File: src/rtl/ipcf_pkg.sv
`default_nettype none

package ipcf_pkg;

    localparam int unsigned Q_DEPTH = 2;
    localparam int unsigned Q_AW = 1;
    localparam int unsigned Q_CW = 2;

    localparam logic [7:0] V4_MAX_PREFIX = 8'd32;
    localparam logic [7:0] V6_MAX_PREFIX = 8'd128;
    localparam logic [3:0] NO_RUN = 4'd8;

    localparam logic [7:0] CH_DOT = 8'h2E;
    localparam logic [7:0] CH_COLON = 8'h3A;
    localparam logic [7:0] CH_SLASH = 8'h2F;
    localparam logic [7:0] CH_ZERO = 8'h30;
    localparam logic [7:0] CH_LOWER_A = 8'h61;

    localparam logic [1:0] DEC_LAST_DIGIT = 2'd2;
    localparam logic [1:0] HEX_LAST_DIGIT = 2'd3;
    localparam logic [2:0] V4_LAST_FIELD = 3'd3;
    localparam logic [2:0] V6_LAST_FIELD = 3'd7;

    typedef struct packed {
        logic [63:0] address_high;
        logic [63:0] address_low;
        logic        family;
        logic        has_prefix;
        logic [7:0]  prefix_length;
    } t_in_beat;

    typedef struct packed {
        logic [7:0] text_char;
        logic       last_char;
    } t_out_beat;

    typedef struct packed {
        logic [127:0] addr;
        logic         v6;
        logic         has_pfx;
        logic [7:0]   pfx;
        logic [3:0]   run_start;
        logic [3:0]   run_len;
    } t_entry;

    typedef enum logic [2:0] {
        ST_IDLE,
        ST_NUM,
        ST_SEP,
        ST_DC1,
        ST_DC2,
        ST_SLASH,
        ST_PFX
    } t_state;

    function automatic logic [11:0] bcd8(input logic [7:0] v);
        logic [19:0] s;
        s = {12'b0, v};
        for (int i = 0; i < 8; i++) begin
            if (s[11:8] >= 4'd5) begin
                s[11:8] = s[11:8] + 4'd3;
            end
            if (s[15:12] >= 4'd5) begin
                s[15:12] = s[15:12] + 4'd3;
            end
            if (s[19:16] >= 4'd5) begin
                s[19:16] = s[19:16] + 4'd3;
            end
            s = s << 1;
        end
        return s[19:8];
    endfunction

    function automatic logic [1:0] dec_start(input logic [7:0] v);
        logic [1:0] r;
        if (v >= 8'd100) begin
            r = 2'd0;
        end else if (v >= 8'd10) begin
            r = 2'd1;
        end else begin
            r = 2'd2;
        end
        return r;
    endfunction

    function automatic logic [1:0] hex_start(input logic [15:0] g);
        logic [1:0] r;
        if (g[15:12] != 4'd0) begin
            r = 2'd0;
        end else if (g[11:8] != 4'd0) begin
            r = 2'd1;
        end else if (g[7:4] != 4'd0) begin
            r = 2'd2;
        end else begin
            r = 2'd3;
        end
        return r;
    endfunction

    function automatic logic [7:0] hex_char(input logic [3:0] nib);
        logic [7:0] r;
        if (nib < 4'd10) begin
            r = CH_ZERO + {4'b0, nib};
        end else begin
            r = CH_LOWER_A + {4'b0, nib} - 8'd10;
        end
        return r;
    endfunction

endpackage

`default_nettype wire

File: src/rtl/ipcf_front.sv
`default_nettype none

module ipcf_front (
    input  wire ipcf_pkg::t_in_beat i_item,
    input  wire                     i_start,
    input  wire                     i_full,
    output logic                    o_push,
    output ipcf_pkg::t_entry        o_entry
);

    logic [7:0]   w_pfx;
    logic [127:0] w_mask;
    logic [127:0] w_addr;
    logic [7:0]   w_zero;
    logic [3:0]   w_cur_start;
    logic [3:0]   w_cur_len;
    logic [3:0]   w_win_start;
    logic [3:0]   w_win_len;

    assign o_push = i_start && !i_full;

    always_comb begin
        if (i_item.family) begin
            w_pfx = (i_item.prefix_length > ipcf_pkg::V6_MAX_PREFIX) ?
                    ipcf_pkg::V6_MAX_PREFIX : i_item.prefix_length;
        end else begin
            w_pfx = (i_item.prefix_length > ipcf_pkg::V4_MAX_PREFIX) ?
                    ipcf_pkg::V4_MAX_PREFIX : i_item.prefix_length;
        end
    end

    always_comb begin
        w_mask = i_item.has_prefix ? ~({128{1'b1}} >> w_pfx) : {128{1'b1}};
        w_addr = {i_item.address_high, i_item.address_low} & w_mask;
        if (!i_item.family) begin
            w_addr = {w_addr[127:96], 96'b0};
        end
    end

    always_comb begin
        for (int g = 0; g < 8; g++) begin
            w_zero[g] = (w_addr[127 - 16 * g -: 16] == 16'd0);
        end
    end

    // The first of the longest zero runs wins because a later run must strictly exceed it.
    always_comb begin
        w_cur_start = 4'd0;
        w_cur_len = 4'd0;
        w_win_start = ipcf_pkg::NO_RUN;
        w_win_len = 4'd0;
        for (int i = 0; i < 8; i++) begin
            if (w_zero[i]) begin
                if (w_cur_len == 4'd0) begin
                    w_cur_start = 4'(i);
                end
                w_cur_len = w_cur_len + 4'd1;
                if (w_cur_len >= 4'd2 && w_cur_len > w_win_len) begin
                    w_win_start = w_cur_start;
                    w_win_len = w_cur_len;
                end
            end else begin
                w_cur_len = 4'd0;
            end
        end
    end

    always_comb begin
        o_entry.addr = w_addr;
        o_entry.v6 = i_item.family;
        o_entry.has_pfx = i_item.has_prefix;
        o_entry.pfx = w_pfx;
        o_entry.run_start = i_item.family ? w_win_start : ipcf_pkg::NO_RUN;
        o_entry.run_len = i_item.family ? w_win_len : 4'd0;
    end

endmodule

`default_nettype wire

File: src/rtl/ipcf_queue.sv
`default_nettype none

module ipcf_queue (
    input  wire                    i_clk,
    input  wire                    i_rst_n,
    input  wire                    i_push,
    input  wire ipcf_pkg::t_entry  i_entry,
    input  wire                    i_pop,
    output logic                   o_full,
    output logic                   o_valid,
    output ipcf_pkg::t_entry       o_head
);

    ipcf_pkg::t_entry r_mem [ipcf_pkg::Q_DEPTH];
    logic [ipcf_pkg::Q_AW-1:0] r_wp;
    logic [ipcf_pkg::Q_AW-1:0] r_rp;
    logic [ipcf_pkg::Q_CW-1:0] r_cnt;
    logic [ipcf_pkg::Q_AW-1:0] n_wp;
    logic [ipcf_pkg::Q_AW-1:0] n_rp;
    logic [ipcf_pkg::Q_CW-1:0] n_cnt;
    logic                      w_do_push;
    logic                      w_do_pop;

    assign o_full = (r_cnt == ipcf_pkg::Q_CW'(ipcf_pkg::Q_DEPTH));
    assign o_valid = (r_cnt != '0);
    assign o_head = r_mem[r_rp];
    assign w_do_push = i_push && !o_full;
    assign w_do_pop = i_pop && o_valid;

    always_comb begin
        n_wp = w_do_push ? r_wp + 1'b1 : r_wp;
        n_rp = w_do_pop ? r_rp + 1'b1 : r_rp;
        n_cnt = r_cnt;
        if (w_do_push && !w_do_pop) begin
            n_cnt = r_cnt + 1'b1;
        end else if (w_do_pop && !w_do_push) begin
            n_cnt = r_cnt - 1'b1;
        end
    end

    always_ff @(posedge i_clk) begin
        if (!i_rst_n) begin
            r_wp <= '0;
            r_rp <= '0;
            r_cnt <= '0;
        end else begin
            r_wp <= n_wp;
            r_rp <= n_rp;
            r_cnt <= n_cnt;
        end
    end

    always_ff @(posedge i_clk) begin
        if (w_do_push) begin
            r_mem[r_wp] <= i_entry;
        end
    end

endmodule

`default_nettype wire

File: src/rtl/ipcf_back.sv
`default_nettype none

module ipcf_back (
    input  wire                    i_clk,
    input  wire                    i_rst_n,
    input  wire                    i_valid,
    input  wire ipcf_pkg::t_entry  i_head,
    output logic                   o_pop,
    output logic                   o_strobe,
    output ipcf_pkg::t_out_beat    o_result
);

    ipcf_pkg::t_state    r_state;
    ipcf_pkg::t_state    n_state;
    ipcf_pkg::t_entry    r_cur;
    logic [2:0]          r_idx;
    logic [2:0]          n_idx;
    logic [1:0]          r_dig;
    logic [1:0]          n_dig;
    logic                r_strobe;
    logic                n_strobe;
    ipcf_pkg::t_out_beat r_out;
    ipcf_pkg::t_out_beat n_out;

    logic [15:0] w_group;
    logic [7:0]  w_dec_val;
    logic [11:0] w_bcd;
    logic [1:0]  w_first;
    logic [1:0]  w_eff;
    logic [3:0]  w_nib;
    logic        w_hex_mode;
    logic        w_end;
    logic [2:0]  w_idx_inc;
    logic [3:0]  w_after_run;

    assign w_group = r_cur.addr[127 - 16 * r_idx -: 16];
    assign w_hex_mode = r_cur.v6 && (r_state == ipcf_pkg::ST_NUM);
    assign w_dec_val = (r_state == ipcf_pkg::ST_PFX) ? r_cur.pfx :
                       r_cur.addr[127 - 8 * r_idx[1:0] -: 8];
    assign w_bcd = ipcf_pkg::bcd8(w_dec_val);
    assign w_first = w_hex_mode ? ipcf_pkg::hex_start(w_group) :
                     ipcf_pkg::dec_start(w_dec_val);
    assign w_eff = (r_dig < w_first) ? w_first : r_dig;
    assign w_nib = w_hex_mode ? w_group[15 - 4 * w_eff -: 4] : w_bcd[11 - 4 * w_eff -: 4];
    assign w_idx_inc = r_idx + 3'd1;
    assign w_after_run = {1'b0, r_idx} + r_cur.run_len;

    always_comb begin
        n_state = r_state;
        n_idx = r_idx;
        n_dig = r_dig;
        n_strobe = 1'b0;
        n_out.text_char = 8'd0;
        n_out.last_char = 1'b0;
        o_pop = 1'b0;
        w_end = 1'b0;
        case (r_state)
            ipcf_pkg::ST_IDLE: begin
                if (i_valid) begin
                    o_pop = 1'b1;
                    n_idx = 3'd0;
                    n_dig = 2'd0;
                    n_state = (i_head.v6 && i_head.run_start == 4'd0) ?
                              ipcf_pkg::ST_DC1 : ipcf_pkg::ST_NUM;
                end
            end
            ipcf_pkg::ST_NUM: begin
                n_strobe = 1'b1;
                n_out.text_char = ipcf_pkg::hex_char(w_nib);
                n_dig = w_eff + 2'd1;
                if (w_eff == (r_cur.v6 ? ipcf_pkg::HEX_LAST_DIGIT :
                                         ipcf_pkg::DEC_LAST_DIGIT)) begin
                    n_dig = 2'd0;
                    if (r_idx == (r_cur.v6 ? ipcf_pkg::V6_LAST_FIELD :
                                             ipcf_pkg::V4_LAST_FIELD)) begin
                        w_end = 1'b1;
                    end else begin
                        n_idx = w_idx_inc;
                        n_state = (r_cur.v6 && {1'b0, w_idx_inc} == r_cur.run_start) ?
                                  ipcf_pkg::ST_DC1 : ipcf_pkg::ST_SEP;
                    end
                end
            end
            ipcf_pkg::ST_SEP: begin
                n_strobe = 1'b1;
                n_out.text_char = r_cur.v6 ? ipcf_pkg::CH_COLON : ipcf_pkg::CH_DOT;
                n_state = ipcf_pkg::ST_NUM;
            end
            ipcf_pkg::ST_DC1: begin
                n_strobe = 1'b1;
                n_out.text_char = ipcf_pkg::CH_COLON;
                n_state = ipcf_pkg::ST_DC2;
            end
            ipcf_pkg::ST_DC2: begin
                n_strobe = 1'b1;
                n_out.text_char = ipcf_pkg::CH_COLON;
                if (w_after_run[3]) begin
                    w_end = 1'b1;
                end else begin
                    n_idx = w_after_run[2:0];
                    n_dig = 2'd0;
                    n_state = ipcf_pkg::ST_NUM;
                end
            end
            ipcf_pkg::ST_SLASH: begin
                n_strobe = 1'b1;
                n_out.text_char = ipcf_pkg::CH_SLASH;
                n_dig = 2'd0;
                n_state = ipcf_pkg::ST_PFX;
            end
            ipcf_pkg::ST_PFX: begin
                n_strobe = 1'b1;
                n_out.text_char = ipcf_pkg::hex_char(w_nib);
                n_dig = w_eff + 2'd1;
                if (w_eff == ipcf_pkg::DEC_LAST_DIGIT) begin
                    n_out.last_char = 1'b1;
                    n_state = ipcf_pkg::ST_IDLE;
                end
            end
            default: begin
                n_state = ipcf_pkg::ST_IDLE;
            end
        endcase
        if (w_end) begin
            if (r_cur.has_pfx) begin
                n_state = ipcf_pkg::ST_SLASH;
            end else begin
                n_out.last_char = 1'b1;
                n_state = ipcf_pkg::ST_IDLE;
            end
        end
    end

    always_ff @(posedge i_clk) begin
        if (!i_rst_n) begin
            r_state <= ipcf_pkg::ST_IDLE;
            r_strobe <= 1'b0;
        end else begin
            r_state <= n_state;
            r_strobe <= n_strobe;
        end
    end

    always_ff @(posedge i_clk) begin
        r_idx <= n_idx;
        r_dig <= n_dig;
        r_out <= n_out;
        if (o_pop) begin
            r_cur <= i_head;
        end
    end

    assign o_strobe = r_strobe;
    assign o_result = r_out;

endmodule

`default_nettype wire

File: src/rtl/ip_prefix_canonical_formatter_top.sv
// With the sequencer idle, an accepted beat is written into the queue, popped into the
// sequencer's current-entry register, and its first character is then registered onto the
// result ports. The sequencer pops an entry only from idle and does not pop another until it
// has put out the last character. The longest text has 43 characters; the two-entry queue takes two more beats
// before busy rises. The receiver cannot stall: each character is shown for one cycle.
// Synchronous active-low reset empties the queue, idles the sequencer and clears the strobe.
`default_nettype none

module ip_prefix_canonical_formatter_top (
    input  wire                     i_clk,
    input  wire                     i_rst_n,
    input  wire                     start,
    output logic                    busy,
    input  wire ipcf_pkg::t_in_beat i_item,
    output logic                    o_strobe,
    output ipcf_pkg::t_out_beat     o_result
);

    logic             w_push;
    logic             w_full;
    logic             w_valid;
    logic             w_pop;
    ipcf_pkg::t_entry w_entry;
    ipcf_pkg::t_entry w_head;

    assign busy = w_full;

    ipcf_front u_front (
        .i_item  (i_item),
        .i_start (start),
        .i_full  (w_full),
        .o_push  (w_push),
        .o_entry (w_entry)
    );

    ipcf_queue u_queue (
        .i_clk   (i_clk),
        .i_rst_n (i_rst_n),
        .i_push  (w_push),
        .i_entry (w_entry),
        .i_pop   (w_pop),
        .o_full  (w_full),
        .o_valid (w_valid),
        .o_head  (w_head)
    );

    ipcf_back u_back (
        .i_clk    (i_clk),
        .i_rst_n  (i_rst_n),
        .i_valid  (w_valid),
        .i_head   (w_head),
        .o_pop    (w_pop),
        .o_strobe (o_strobe),
        .o_result (o_result)
    );

endmodule

`default_nettype wire

File: config.mk
export PLATFORM = sky130hd
export DESIGN_NAME = ip_prefix_canonical_formatter_top
export DESIGN_NICKNAME = d
export VERILOG_FILES = /design/src/rtl/ipcf_pkg.sv /design/src/rtl/ipcf_front.sv /design/src/rtl/ipcf_queue.sv /design/src/rtl/ipcf_back.sv /design/src/rtl/ip_prefix_canonical_formatter_top.sv
export SDC_FILE = /design/constraint.sdc
export NUM_CORES = 1
export LEC_CHECK = 0
export BUFFER_PORTS_ARGS = -buffer_cell sky130_fd_sc_hd__buf_2
export CAP_MARGIN = 20
export CORE_MARGIN = 1.5
export CORE_UTILIZATION = 50
export CTS_CLUSTER_SIZE = 25
export DETAILED_ROUTE_END_ITERATION = 12
export PLACE_DENSITY = 0.68
export SLEW_MARGIN = 10
export SYNTH_ARGS = -nofsm -noshare
export SYNTH_HDL_FRONTEND = slang
export SYNTH_SLANG_ARGS = --single-unit
export TNS_END_PERCENT = 5
File: constraint.sdc
create_clock -name i_clk -period 19.38 [get_ports i_clk]
set_clock_uncertainty 0.2 [all_clocks]
set_input_delay 0 -clock i_clk [delete_from_list [all_inputs] [get_ports i_clk]]
set_output_delay 0 -clock i_clk [all_outputs]
set_load 0.02 [all_outputs]
; ---- After elaboration in Yosys (flattened, before gate mapping)
; Memory sizes are Yosys's and may differ from the RTL's. A register that Yosys moved wholly into a read port is not among the register bits.
; Index checks and enable logic that the tools add are counted.
[word_totals]
ff_bits = 168
latchBits = 0
mem_bits_rw = 292
mem_bits_ro = 0
inputBits = 141
output_inout_bits = 11
wordCells = 293
mem_count = 1
[mem_list]
columns = memory, words, width, rd, rd_clocked_by_memory_dff, wr, line_no
row1 = u_queue.r_mem, 2, 146, 1, 1, 1, ipcf_queue.sv:14  ; ipcf_pkg::t_entry r_mem [ipcf_pkg::Q_DEPTH];
[classes]
n_addsub = 39
n_mul = 0
div_mod_pow = 0
order_cmp = 38
eq_ne = 20
shifts = 5
mux = 125
bitwise_logic = 2
n_reduce_logical = 48
[ops]
columns = cell, count
row1 = 4-bit 2-to-1 mux, 63
row2 = 143-bit by 33-bit indexed part select with 16-bit output, 1
row3 = 135-bit by 33-bit indexed part select with 8-bit output, 1
row4 = 128-bit bitwise AND, 1
row5 = 16-bit zero test, 8
row6 = 128-bit 2-to-1 mux, 1
row7 = 128-bit NOT, 1
row8 = 128-bit by 8-bit right shift with 128-bit output (first input constant), 1
row9 = 96-bit 2-to-1 mux, 1
row10 = 4-bit by 3-bit greater-or-equal comparator with 1-bit output (second input constant), 15
row11 = 3-bit 2-to-1 mux, 18
row12 = 4-bit by 2-bit adder with 4-bit output (second input constant), 11
row13 = 8-bit 2-to-1 mux, 5
row14 = 15-bit by 33-bit indexed part select with 4-bit output, 1
row15 = 19-bit by 33-bit indexed part select with 4-bit output, 1
row16 = 4-bit zero test, 8
row17 = 8-bit one-hot mux with 4 select lines, 1
row18 = 4-bit by 2-bit greater-or-equal comparator with 1-bit output (second input constant), 7
row19 = 4-bit by 1-bit adder with 4-bit output (second input constant), 6
row20 = 4-bit greater-than comparator, 6
row21 = 2-bit 2-to-1 mux, 12
row22 = 3-bit one-hot mux with 7 select lines, 1
row23 = 1-bit 2-to-1 mux, 19
row24 = 1-bit logical AND, 15
row25 = other kinds (47), 73

; ---- Logic depth before layout (Yosys ltp)
; Gate-level depths: netlist of run 1.
[logic_depth]
ltp_word = 39
mapped_depth = 67
ltp_nobuf = 62

; ---- Modules after synthesis
; A second synthesis of run 1 with hierarchy kept.
[hier_totals]
cells_unflattened = 1951
area_unflattened_um2 = 24818.8
[modules_own_cells]
columns = mod, n_inst, cells_each, area_each_um2, seq_area_each_um2
row1 = ipcf_queue, 1, 479, 10804.1, 8868.5
row2 = ipcf_back, 1, 659, 8816.0, 4774.6
row3 = ipcf_front, 1, 813, 5198.7, 0.0

; ---- Least setup slack after synthesis of run 1
; No wires, ideal clock.
[synth_timing]
kind = input -> register
start = in i_item[8] (netlist bit)
end = mem u_queue.r_mem[0][5] (netlist bit) (data pin)
setup_time_ns = 0.262
arrival_time_ns = 11.367
t_required_ns = 18.918
setup_slack_ns = 7.551
stages = 65
n_path_buf = 4
cell_sequence = buf_2 > or3b_1 > buf_2 > nor2_2 > a21boi_1 > or4_1 > or4_1 > clkbuf_1 > nand2_1 > inv_1 > ha_1 > nand2_1 > inv_1 > ha_1 > or4_4 > nand2_1 > ha_1 > o31ai_1 > [29 not listed] > a41o_1 > nor3_1 > nand2b_1 > o211ai_1 > mux2_2 > ha_1 > nor2b_1 > o21ai_0 > nand2b_1 > a21oi_1 > nor4_1 > or3b_2 > nor4_1 > and4_1 > o41ai_2 > buf_4 > mux2i_1 > o221a_1
[synth_lines]
columns = item, line_no
row1 = "start, declared", ip_prefix_canonical_formatter_top.sv:14  ; input wire ipcf_pkg::t_in_beat i_item,
row2 = "end, declared", ipcf_queue.sv:14

==> metrics.txt, run 1 <==
# TYPE chip_impl_metric gauge
chip_impl_metric{name="rows",unit=""} 79
chip_impl_info{name="path_class",value="input port to register"} 1
chip_impl_info{name="timing.critical_path.from_type",value="input port"} 1
chip_impl_metric{name="post_drt_via_cell_ratio",unit=""} 6.32
chip_impl_metric{name="cpPeakStageDelay",unit="ns"} 0.70
chip_impl_metric{name="report.final.slew_viol_count",unit=""} 0
chip_impl_info{name="outcome",value="complete, no violations"} 1
chip_impl_metric{name="die_w",unit="µm"} 220
chip_impl_metric{name="report.final.setup_viol",unit=""} 0
chip_impl_metric{name="drt_first_iter_violations",unit=""} 1900
chip_impl_info{name="final_common_cell",value="edfxtp_1"} 1
chip_impl_metric{name="p_leak",unit="nW"} 10.3
chip_impl_metric{name="post-dp-hpwl",unit="µm"} 54400
chip_impl_metric{name="number_of_global_route_vias_before_repair",unit=""} 16500
chip_impl_metric{name="syn-mean-instance-area",unit="µm²"} 13.4
chip_impl_metric{name="layout.filler_cells",unit=""} 3669
chip_impl_metric{name="design_power_total",unit="mW"} 4.80
chip_impl_metric{name="pin_count_of_the_biggest_net_entering_global_routing",unit=""} 77
chip_impl_metric{name="post_route_cells_drive_above_1_share",unit=""} 0.235
chip_impl_metric{name="netlist_area",unit="mm²"} 0.0234
chip_impl_metric{name="p_per_area",unit="mW/mm²"} 174
chip_impl_metric{name="area_growth_from_synthesis_to_layout",unit="%"} 18.0
chip_impl_metric{name="achievable-frequency",unit="MHz"} 69.3
chip_impl_metric{name="fp.dieH",unit="µm"} 220
chip_impl_metric{name="post-place-cells",unit=""} 2456
chip_impl_metric{name="grt_pass1_wl",unit="µm"} 109000
chip_impl_metric{name="cts.repair.resized",unit=""} 0
chip_impl_metric{name="htree_levels",unit=""} 2
chip_impl_metric{name="clk_pin_slew",unit="ns"} 0.06
chip_impl_metric{name="multi_input_comb_area",unit="mm²"} 0.00914
chip_impl_metric{name="core_area",unit="mm²"} 0.0465
chip_impl_metric{name="netlist-cell-type-count",unit=""} 107
chip_impl_metric{name="synth_cells",unit=""} 1751
chip_impl_metric{name="layout_worst_path_cycle_share",unit=""} 0.745
chip_impl_metric{name="finalNonFillerCells",unit=""} 2684
chip_impl_metric{name="relSlewSlack",unit=""} 0.268
chip_impl_info{name="slowest_stage_cell_crit_path",value="nor4_1"} 1
chip_impl_metric{name="clock_insertion_delay_worst_skew",unit="ns"} 0.61
chip_impl_metric{name="finalCriticalPeriod",unit="ns"} 14.44
chip_impl_metric{name="cts_buffers",unit=""} 47
chip_impl_info{name="setup_crit_end_kind",value="register"} 1
chip_impl_metric{name="fin_nets",unit=""} 2244
chip_impl_metric{name="hold_violations",unit=""} 0
chip_impl_metric{name="grt_remaining_overflow",unit=""} 0
chip_impl_metric{name="clkSinkCount",unit=""} 460
chip_impl_metric{name="synth-warning-count",unit=""} 0
chip_impl_metric{name="worstPathRequired",unit="ns"} 19.51
chip_impl_metric{name="syn_nets",unit=""} 1955
chip_impl_metric{name="synth-async-reset-ratio",unit=""} 0
chip_impl_metric{name="route.detailed.drc",unit=""} 0
chip_impl_metric{name="global_router_s_overall_resource_usage",unit=""} 0.315
chip_impl_metric{name="yosys_register_bits",unit=""} 460
chip_impl_info{name="synth_ff_type",value="edfxtp_1"} 1
chip_impl_metric{name="floorplan.initialDensity",unit=""} 0.505
chip_impl_metric{name="synth_seq_area_share",unit=""} 0.582
chip_impl_metric{name="synth_edf_count",unit=""} 443
chip_impl_metric{name="antenna_left",unit=""} 0
chip_impl_metric{name="initial_antenna_violation_count",unit=""} 4
chip_impl_metric{name="wl_per_cell",unit="µm"} 28.2
chip_impl_metric{name="worstPathMaxFanout",unit=""} 75
chip_impl_info{name="ctsRootBufferMaster",value="clkbuf_16"} 1
chip_impl_metric{name="max-cap-violations",unit=""} 0
chip_impl_info{name="commonest_cells_after_routing_fill_and_taps_aside",value="443 x edfxtp_1, 158 x mux2_2, 150 x buf_2"} 1
chip_impl_metric{name="tightestPinTransition",unit="ns"} 1.09
chip_impl_info{name="hold_path_class",value="input port to register"} 1
chip_impl_metric{name="gp_congestion",unit=""} 0.986
chip_impl_metric{name="register_area",unit="mm²"} 0.0136
chip_impl_info{name="unrepaired_setup_endpoints_after_global_routing",value="false"} 1
chip_impl_metric{name="power.ir.vdd_worst",unit="mV"} 0.549
chip_impl_info{name="cts_tree",value="built"} 1
chip_impl_metric{name="finalSetupTns",unit="ns"} 0
chip_impl_metric{name="maximum_root_to_sink_buffer_count",unit=""} 3
chip_impl_metric{name="critical_path_arrival",unit="ns"} 14.57
chip_impl_metric{name="drt-pass1-iter-count",unit=""} 5
chip_impl_metric{name="insertedDiodeCount",unit=""} 0
chip_impl_metric{name="die-area",unit="mm²"} 0.0482
chip_impl_metric{name="detail_route.wirelength",unit="µm"} 75600
chip_impl_metric{name="io_buffer_count",unit=""} 150
chip_impl_metric{name="io_pins",unit=""} 152
chip_impl_metric{name="vias_after_detailed_routing",unit=""} 17000
## critical path, delay by kind of cell
family / cells / cell delay, ns
multiplexers: 3 / 0.80
adder cells (fa/ha/maj): 6 / 1.54
AND/OR/NAND/NOR: 24 / 5.88
buffers and inverters: 5 / 1.17
AO/OA/AOI/OAI: 22 / 5.02
## cells in the mapped netlist (21+ instances only)
cell type	n	area, µm²
a21boi_0	21	158
nand2b_1	23	144
o21a_1	25	188
and3_1	21	131
nand3_1	30	150
edfxtp_1	443	13300
o21ai_0	69	345
nor2_1	82	308
nand2_1	83	312
mux4_2	44	991
ha_1	62	776
mux2_2	158	1780
clkbuf_1	53	199
a21oi_1	74	370
nor3_1	34	170
and2_1	34	213
mux2i_1	31	310
inv_1	78	293
## flip-flops by register name (all words and copies together), names as in the netlist, named ones only
register,flops
u_back.o_strobe,1
u_queue.r_rp,1
u_back.o_result,8
u_back.r_cur,146
u_queue.r_wp,1
u_back.r_idx,3
u_queue.r_cnt,2
u_back.r_dig,2
u_queue.r_mem,292
u_back.r_state,3
## cell type report
| class | count | area share |
|---|---|---|
| timing repair buffer | 322 | 0.0866 |
| inverter | 83 | 0.0115 |
| multi-input combinational | 1126 | 0.330 |
| sequential | 460 | 0.493 |
| tap | 607 | 0.0274 |
| clock inverter | 25 | 0.00642 |
| clock buffer | 61 | 0.0444 |
## routing by layer
layer  GRT usage  vias up  share of wire
met5           0        -        0.00034
met4       0.125        4          0.040
met3      0.0737      158          0.093
met2       0.500      913           0.46
li1            -     7442              -
met1       0.418     8454           0.40
## final timing paths
| path | from | to | slack [ns] | cells after the start |
|---|---|---|---|---|
| worst min-delay path | i_rst_n | u_back.r_state[1] | 0.04 | 3 |
| worst min register to register | u_back.r_cur[16] | u_back.o_result[0] | 0.29 | 1 |
| worst max-delay path | i_item[9] | u_queue.r_mem[0][5] | 4.94 | 60 |
| worst max register to register | u_back.r_state[1] | u_back.o_result[5] | 10.55 | 34 |
## per-stage QoR
step / hold WS, ns / utilization / cell area (µm²) / worst slack [ns]
final: 0.0423 / 0.596 / 27700 / 4.94
after global routing: 0.0725 / 0.596 / 27700 / 3.81
after CTS: 0.0137 / 0.596 / 27700 / 5.23
after detailed placement: 0.0877 / 0.535 / 24800 / 5.12
after global placement: 0.0806 / 0.535 / 24800 / 5.52
after floorplan: -0.101 / - / 23500 / 7.55
## power breakdown
part | total (mW) | switching, mW | internal, mW
clock network | 0.845 | 0.381 | 0.464
logic | 2.39 | 1.42 | 0.972
registers | 1.57 | 0.107 | 1.46
total | 4.80 | 1.90 | 2.90
## repair_timing
item | CTS | global route
endpoints found under the hold margin | 315 | 0
setup buffers | 0 | 0
setup endpoints to repair | 0 | 0
hold buffers | 142 | 0
## kinds of logic (layout without fill, tap and decap cells)
group | after synthesis | after routing | synth area share
multiplexers | 234 | 234 | 0.132
AND/OR/NAND/NOR | 428 | 428 | 0.0993
other | 1 | 1 | 0.000160
AO/OA/AOI/OAI | 379 | 379 | 0.116
adder cells (fa/ha/maj) | 63 | 63 | 0.0339
buffers and inverters | 165 | 491 | 0.0293
flip-flops | 460 | 460 | 0.582
XOR/XNOR | 21 | 21 | 0.00784
(Power assumes the default switching activity.)
==> run 2, diff against run 1 <==
Clock period 19.38 ns to 14.5 ns, I/O delays scaled along.
==> run 2 against run 1 <==
Net effect: global-route usage increased by 0.40 points; cell count increased by 0.56%; worst hold slack improved by 0.0015 ns; cell area increased by 1.5%; critical endpoint unchanged; largest power group unchanged.
==> metrics.txt, run 2 (same netlist as run 1, synthesis figures left out) <==
# TYPE chip_impl_metric gauge
chip_impl_metric{name="io_buffer_count",unit=""} 150
chip_impl_info{name="hold_path_class",value="input port to register"} 1
chip_impl_metric{name="achievable-frequency",unit="MHz"} 74.3
chip_impl_metric{name="power.net_switching",unit="mW"} 2.57
chip_impl_info{name="grt.busiest_layer",value="met2"} 1
chip_impl_metric{name="floorplan.initialDensity",unit=""} 0.505
chip_impl_metric{name="pin_count_of_the_biggest_net_entering_global_routing",unit=""} 147
chip_impl_metric{name="global_router_s_overall_resource_usage",unit=""} 0.319
chip_impl_metric{name="hold_violations",unit=""} 0
chip_impl_metric{name="worstPathMaxFanout",unit=""} 25
chip_impl_metric{name="drt_first_iter_violations",unit=""} 1969
chip_impl_metric{name="gp_congestion",unit=""} 1.02
chip_impl_info{name="r2r-start",value="u_back.r_state[1]"} 1
chip_impl_metric{name="layout_setup_ws",unit="ns"} 1.05
chip_impl_metric{name="cpPeakStageDelay",unit="ns"} 0.62
chip_impl_metric{name="critical_path_arrival",unit="ns"} 13.57
chip_impl_info{name="hold_path_startpoint",value="i_item[44]"} 1
chip_impl_metric{name="layout_worst_path_cycle_share",unit=""} 0.928
chip_impl_metric{name="p_leak",unit="nW"} 10.5
chip_impl_metric{name="largest_reg_flops",unit=""} 292
chip_impl_metric{name="initial_antenna_violation_count",unit=""} 4
chip_impl_metric{name="final_design_utilization",unit=""} 0.605
chip_impl_metric{name="power.ir.vdd_worst",unit="mV"} 0.476
chip_impl_metric{name="io_pins",unit=""} 152
chip_impl_metric{name="gr_util_met2",unit=""} 0.500
chip_impl_metric{name="wl_per_cell",unit="µm"} 28.2
chip_impl_metric{name="die_w",unit="µm"} 220
chip_impl_metric{name="tightestPinTransition",unit="ns"} 1.12
chip_impl_metric{name="final_design_area_no_fill",unit="mm²"} 0.0281
chip_impl_info{name="commonest_cells_after_routing_fill_and_taps_aside",value="443 x edfxtp_1, 158 x mux2_2, 149 x buf_2"} 1
chip_impl_metric{name="clkPwrFrac",unit=""} 0.197
chip_impl_metric{name="clock_insertion_delay_worst_skew",unit="ns"} 0.62
chip_impl_metric{name="finalCriticalPeriod",unit="ns"} 13.45
chip_impl_info{name="cts_tree",value="built"} 1
chip_impl_metric{name="route.detailed.drc",unit=""} 0
chip_impl_metric{name="rows",unit=""} 79
chip_impl_metric{name="report.final.setup_viol",unit=""} 0
chip_impl_metric{name="power_switching_share",unit=""} 0.389
chip_impl_metric{name="report.final.slew_viol_count",unit=""} 0
chip_impl_info{name="worst_hold_end",value="u_queue.r_mem[0][52]"} 1
chip_impl_metric{name="clk_pin_slew",unit="ns"} 0.06
chip_impl_info{name="ctsRootBufferMaster",value="clkbuf_16"} 1
chip_impl_metric{name="post-place-cells",unit=""} 2466
chip_impl_metric{name="drt-pass1-iter-count",unit=""} 6
chip_impl_metric{name="grt_remaining_overflow",unit=""} 0
chip_impl_metric{name="place_area",unit="mm²"} 0.0249
chip_impl_metric{name="p_per_area",unit="mW/mm²"} 235
chip_impl_info{name="timing.critical_path.from_type",value="input port"} 1
chip_impl_metric{name="die-area",unit="mm²"} 0.0482
chip_impl_info{name="path_class",value="input port to register"} 1
chip_impl_metric{name="number_of_global_route_vias_before_repair",unit=""} 16600
chip_impl_info{name="outcome",value="complete, no violations"} 1
chip_impl_metric{name="max-cap-violations",unit=""} 0
chip_impl_metric{name="grt_pass1_wl",unit="µm"} 110000
chip_impl_info{name="slowest_stage_cell_crit_path",value="or4_1"} 1
chip_impl_metric{name="fin_nets",unit=""} 2258
chip_impl_metric{name="cts_buffers",unit=""} 47
chip_impl_metric{name="htree_levels",unit=""} 2
chip_impl_metric{name="power.share.combinational",unit=""} 0.481
chip_impl_metric{name="antenna_left",unit=""} 0
chip_impl_metric{name="regToRegSetupSlack",unit="ns"} 5.76
chip_impl_metric{name="relSlewSlack",unit=""} 0.254
chip_impl_info{name="timing.critical_path.mode_cell",value="ha_1"} 1
chip_impl_metric{name="reg2regPathDepth",unit=""} 34
chip_impl_metric{name="whs_path_depth",unit=""} 3
chip_impl_info{name="crit-reg2reg-capture",value="u_back.o_result[5]"} 1
chip_impl_metric{name="maximum_root_to_sink_buffer_count",unit=""} 3
chip_impl_metric{name="fp.dieH",unit="µm"} 220
chip_impl_metric{name="area_growth_from_synthesis_to_layout",unit="%"} 19.8
chip_impl_metric{name="worstPathRequired",unit="ns"} 14.62
chip_impl_metric{name="finalNonFillerCells",unit=""} 2699
chip_impl_metric{name="finalSetupTns",unit="ns"} 0
chip_impl_metric{name="core_area",unit="mm²"} 0.0465
chip_impl_metric{name="post_drt_via_cell_ratio",unit=""} 6.33
chip_impl_metric{name="vias_after_detailed_routing",unit=""} 17100
chip_impl_info{name="unrepaired_setup_endpoints_after_global_routing",value="false"} 1
chip_impl_metric{name="grtUsageMet3",unit=""} 0.0627
chip_impl_metric{name="share_seq_of_total_power",unit=""} 0.322
chip_impl_metric{name="clkSinkCount",unit=""} 460
chip_impl_metric{name="dp_worst_setup_slack",unit="ns"} 0.531
chip_impl_info{name="setup_crit_end_kind",value="register"} 1
chip_impl_info{name="top_register",value="u_queue.r_mem"} 1
chip_impl_metric{name="post-dp-hpwl",unit="µm"} 54600
chip_impl_metric{name="internal_power",unit="mW"} 4.03
chip_impl_metric{name="post_route_cells_drive_above_1_share",unit=""} 0.246
chip_impl_info{name="final_common_cell",value="edfxtp_1"} 1
chip_impl_metric{name="gr-usage-met1",unit=""} 0.435
chip_impl_metric{name="detail_route.wirelength",unit="µm"} 76000
run 2: cell types whose count changed in the layout (fill, tap and decap cells not counted), sizes merged:
cell,before,now
dlygate4sd3,142,144
diode,0,1
bufinv,1,9
inv,84,80
clkbuf,61,55
clkinv,21,25
buf,180,190
run 2: critical path: cells and delay by family:
kind	cells	cell delay [ns]
buf+inv	8	1.48
simple gates	24	5.16
compound gates	21	3.80
mux	4	1.23
fa+ha+maj	7	1.87
run 2: worst max path at each step:
stage,start,to,depth (start not counted)
5_1_grt,i_item[9],u_queue.r_mem[1][4],64
3_3_place_gp,i_item[9],u_queue.r_mem[0][5],61
3_5_place_dp,i_item[9],u_queue.r_mem[0][5],60
2_1_floorplan,i_item[8],u_queue.r_mem[0][5],65
4_1_cts,i_item[9],u_queue.r_mem[0][5],64
6_report,i_item[9],u_queue.r_mem[0][5],64
run 2: area by class of cell:
type                    instances  area [µm²]
diodes                          1        2.50
clock buffers                  53        1210
clock inverters                33         474
fillers                      3612       18400
inverters                      83         318
multi-input cells            1126        9170
flip-flops and latches        460       13600
well taps                     607         759
repair buffers                336        2520
run 2: repair_timing:
item / 4_1_cts / 5_1_grt
hold endpoints to repair: 309 / 0
hold buffers: 144 / 0
endpoints found under the setup margin: 0 / 16
setup buffers: 0 / 1
gates resized for setup: 0 / 8
run 2: power by group through the flow:
| stage | clock network, mW | logic (mW) | registers, mW |
|---|---|---|---|
| 2_1_floorplan | 0 | 2.29 | 2.09 |
| 3_3_place_gp | 0 | 2.99 | 2.12 |
| 3_5_place_dp | 0 | 3.09 | 2.14 |
| 4_1_cts | 1.32 | 3.14 | 2.11 |
| 5_1_grt | 1.37 | 3.47 | 2.15 |
| 6_report | 1.30 | 3.17 | 2.12 |
run 2: per-stage QoR:
stage	hold WS (ns)	power, mW
2_1_floorplan	-0.101	4.38
3_3_place_gp	0.105	5.11
3_5_place_dp	0.105	5.23
4_1_cts	0.0167	6.57
5_1_grt	0.0556	6.99
6_report	0.0438	6.59
run 2: layer usage:
layer  vias to the layer above  part of all wire
met5                         -                 0
met4                         0             0.045
met3                       187             0.087
met2                       966              0.46
met1                      8497              0.41
li1                       7447                 -
==> run 3, diff against run 2 <==
Clock period 14.5 ns to 17 ns, I/O delays scaled along.
==> run 3 against run 2 <==
Net effect: critical path type unchanged; die area unchanged; via count decreased by 0.88%; critical endpoint is now u_queue.r_mem[1][5]; flip-flop and latch count unchanged.
==> metrics.txt, run 3 (same netlist as run 1, synthesis figures left out) <==
# TYPE chip_impl_metric gauge
chip_impl_metric{name="cts.repair.resized",unit=""} 0
chip_impl_info{name="path_class",value="input port to register"} 1
chip_impl_metric{name="floorplan.initialDensity",unit=""} 0.505
chip_impl_metric{name="fin_nets",unit=""} 2244
chip_impl_metric{name="area_growth_from_synthesis_to_layout",unit="%"} 18.5
chip_impl_metric{name="layout.filler_cells",unit=""} 3615
chip_impl_metric{name="pin_count_of_the_biggest_net_entering_global_routing",unit=""} 147
chip_impl_metric{name="route.detailed.drc",unit=""} 0
chip_impl_metric{name="rows",unit=""} 79
chip_impl_info{name="hold_path_class",value="input port to register"} 1
chip_impl_metric{name="io_pins",unit=""} 152
chip_impl_metric{name="clkSinkCount",unit=""} 460
chip_impl_metric{name="post-cts-setup-buffers",unit=""} 0
chip_impl_metric{name="clock_insertion_delay_worst_skew",unit="ns"} 0.61
chip_impl_metric{name="finalCriticalPeriod",unit="ns"} 14.53
chip_impl_metric{name="worstPathRequired",unit="ns"} 17.14
chip_impl_metric{name="vias_after_detailed_routing",unit=""} 16900
chip_impl_metric{name="holdBufCountCts",unit=""} 141
chip_impl_info{name="top_register",value="u_queue.r_mem"} 1
chip_impl_metric{name="finalSetupTns",unit="ns"} 0
chip_impl_metric{name="die-area",unit="mm²"} 0.0482
chip_impl_info{name="timing.critical_path.mode_cell",value="a21oi_1"} 1
chip_impl_metric{name="number_of_global_route_vias_before_repair",unit=""} 16300
chip_impl_metric{name="p_leak",unit="nW"} 10.3
chip_impl_metric{name="post_drt_via_cell_ratio",unit=""} 6.32
chip_impl_metric{name="fp.dieH",unit="µm"} 220
chip_impl_metric{name="cpPeakStageDelay",unit="ns"} 0.76
chip_impl_metric{name="die_w",unit="µm"} 220
chip_impl_metric{name="max-cap-violations",unit=""} 0
chip_impl_metric{name="route.layer.met1.wl",unit="µm"} 30900
chip_impl_info{name="cts_tree",value="built"} 1
chip_impl_metric{name="wl_met2",unit="µm"} 35000
chip_impl_metric{name="maximum_root_to_sink_buffer_count",unit=""} 3
chip_impl_metric{name="hold_violations",unit=""} 0
chip_impl_metric{name="io_buffer_count",unit=""} 150
chip_impl_metric{name="report.final.slew_viol_count",unit=""} 0
chip_impl_info{name="ctsRootBufferMaster",value="clkbuf_16"} 1
chip_impl_metric{name="wl_per_cell",unit="µm"} 28.3
chip_impl_metric{name="relSlewSlack",unit=""} 0.266
chip_impl_metric{name="grt_remaining_overflow",unit=""} 0
chip_impl_info{name="commonest_cells_after_routing_fill_and_taps_aside",value="443 x edfxtp_1, 158 x mux2_2, 150 x buf_2"} 1
chip_impl_info{name="final_common_cell",value="edfxtp_1"} 1
chip_impl_metric{name="post-dp-hpwl",unit="µm"} 53800
chip_impl_metric{name="achievable-frequency",unit="MHz"} 68.8
chip_impl_metric{name="p_per_area",unit="mW/mm²"} 199
chip_impl_info{name="setup_crit_end_kind",value="register"} 1
chip_impl_metric{name="drt_first_iter_violations",unit=""} 1814
chip_impl_metric{name="report.final.setup_viol",unit=""} 0
chip_impl_metric{name="global_router_s_overall_resource_usage",unit=""} 0.317
chip_impl_metric{name="worstPathMaxFanout",unit=""} 44
chip_impl_metric{name="dp_worst_setup_slack",unit="ns"} 2.44
chip_impl_metric{name="critical_path_arrival",unit="ns"} 14.68
chip_impl_metric{name="drt-pass1-iter-count",unit=""} 6
chip_impl_info{name="timing.critical_path.from_type",value="input port"} 1
chip_impl_metric{name="layout_worst_path_cycle_share",unit=""} 0.855
chip_impl_metric{name="tightestPinTransition",unit="ns"} 1.10
chip_impl_metric{name="post_route_cells_drive_above_1_share",unit=""} 0.238
chip_impl_metric{name="cp.buffers_inverters",unit=""} 5
chip_impl_metric{name="htree_levels",unit=""} 2
chip_impl_metric{name="core_area",unit="mm²"} 0.0465
chip_impl_metric{name="detail_route.wirelength",unit="µm"} 76000
chip_impl_metric{name="largest_reg_flops",unit=""} 292
chip_impl_info{name="top_signal_layer_used",value="met5"} 1
chip_impl_metric{name="antenna_left",unit=""} 0
chip_impl_metric{name="met3_length",unit="µm"} 6680
chip_impl_metric{name="final_design_utilization",unit=""} 0.598
chip_impl_info{name="outcome",value="complete, no violations"} 1
chip_impl_metric{name="cts_buffers",unit=""} 47
chip_impl_metric{name="initial_antenna_violation_count",unit=""} 4
chip_impl_metric{name="power.ir.vdd_worst",unit="mV"} 0.516
chip_impl_metric{name="clk_pin_slew",unit="ns"} 0.06
chip_impl_metric{name="grt_pass1_wl",unit="µm"} 109000
chip_impl_info{name="unrepaired_setup_endpoints_after_global_routing",value="false"} 1
chip_impl_metric{name="layout_setup_ws",unit="ns"} 2.47
chip_impl_metric{name="gp_congestion",unit=""} 0.991
chip_impl_info{name="crit_family",value="simple AND/OR/NAND/NOR gates"} 1
chip_impl_info{name="slowest_stage_cell_crit_path",value="buf_2"} 1
-- run 3: cell types whose count changed in the layout (fill, tap and decap cells not counted), sizes merged, moves of 2 or more --
| cell | change |
|---|---|
| clkbuf | +4 |
| clkinv | -3 |
| inv | +2 |
| buf | -10 |
| dlygate4sd3 | -3 |
| bufinv | -5 |
-- run 3: worst min-delay path, stage by stage --
cell	delay, ns
dlygate4sd3_1	0.53
buf_2	0.14
o211ai_1	0.08
a31oi_1	0.04
-- run 3: layer usage --
layer  GRT usage  vias up
met5           0        -
met4       0.127        2
met3      0.0663      187
met2       0.497      926
met1       0.432     8402
li1            -     7430
-- run 3: power breakdown --
group          internal (mW)  leakage, nW  switching, mW
clock                  0.574        0.730          0.433
combinational           1.11         5.23           1.61
sequential              1.67         4.35          0.123
total                   3.35         10.3           2.17
-- run 3: final timing paths --
path | start | to | slack, ns | depth (start not counted)
setup / recovery | i_item[9] | u_queue.r_mem[1][5] | 2.47 | 60
hold / removal | i_rst_n | u_back.r_state[0] | 0.06 | 4
setup reg to reg | u_back.r_state[1] | u_back.o_result[5] | 8.25 | 34
hold reg to reg | u_back.r_cur[16] | u_back.o_result[0] | 0.29 | 1
-- run 3: layout make-up --
class | instances | area, µm² | area share
well taps | 607 | 759 | 0.0273
repair buffers | 322 | 2420 | 0.0871
multi-input cells | 1126 | 9140 | 0.329
clock buffers | 58 | 1220 | 0.0438
inverters | 83 | 318 | 0.0114
clock inverters | 26 | 280 | 0.0101
diodes | 1 | 2.50 | 0.0000901
flip-flops and latches | 460 | 13600 | 0.491
-- run 3: through the flow --
stage	hold slack (ns)	cells	total power, mW	cell area (µm²)
final	0.0577	2683	5.52	27800
after floorplan	-0.101	1751	3.74	23500
after detailed placement	0.107	2455	4.45	24800
after global placement	0.0848	2454	4.37	24800
after CTS	0.0263	2680	5.50	27800
after global routing	0.0511	2682	5.84	27800
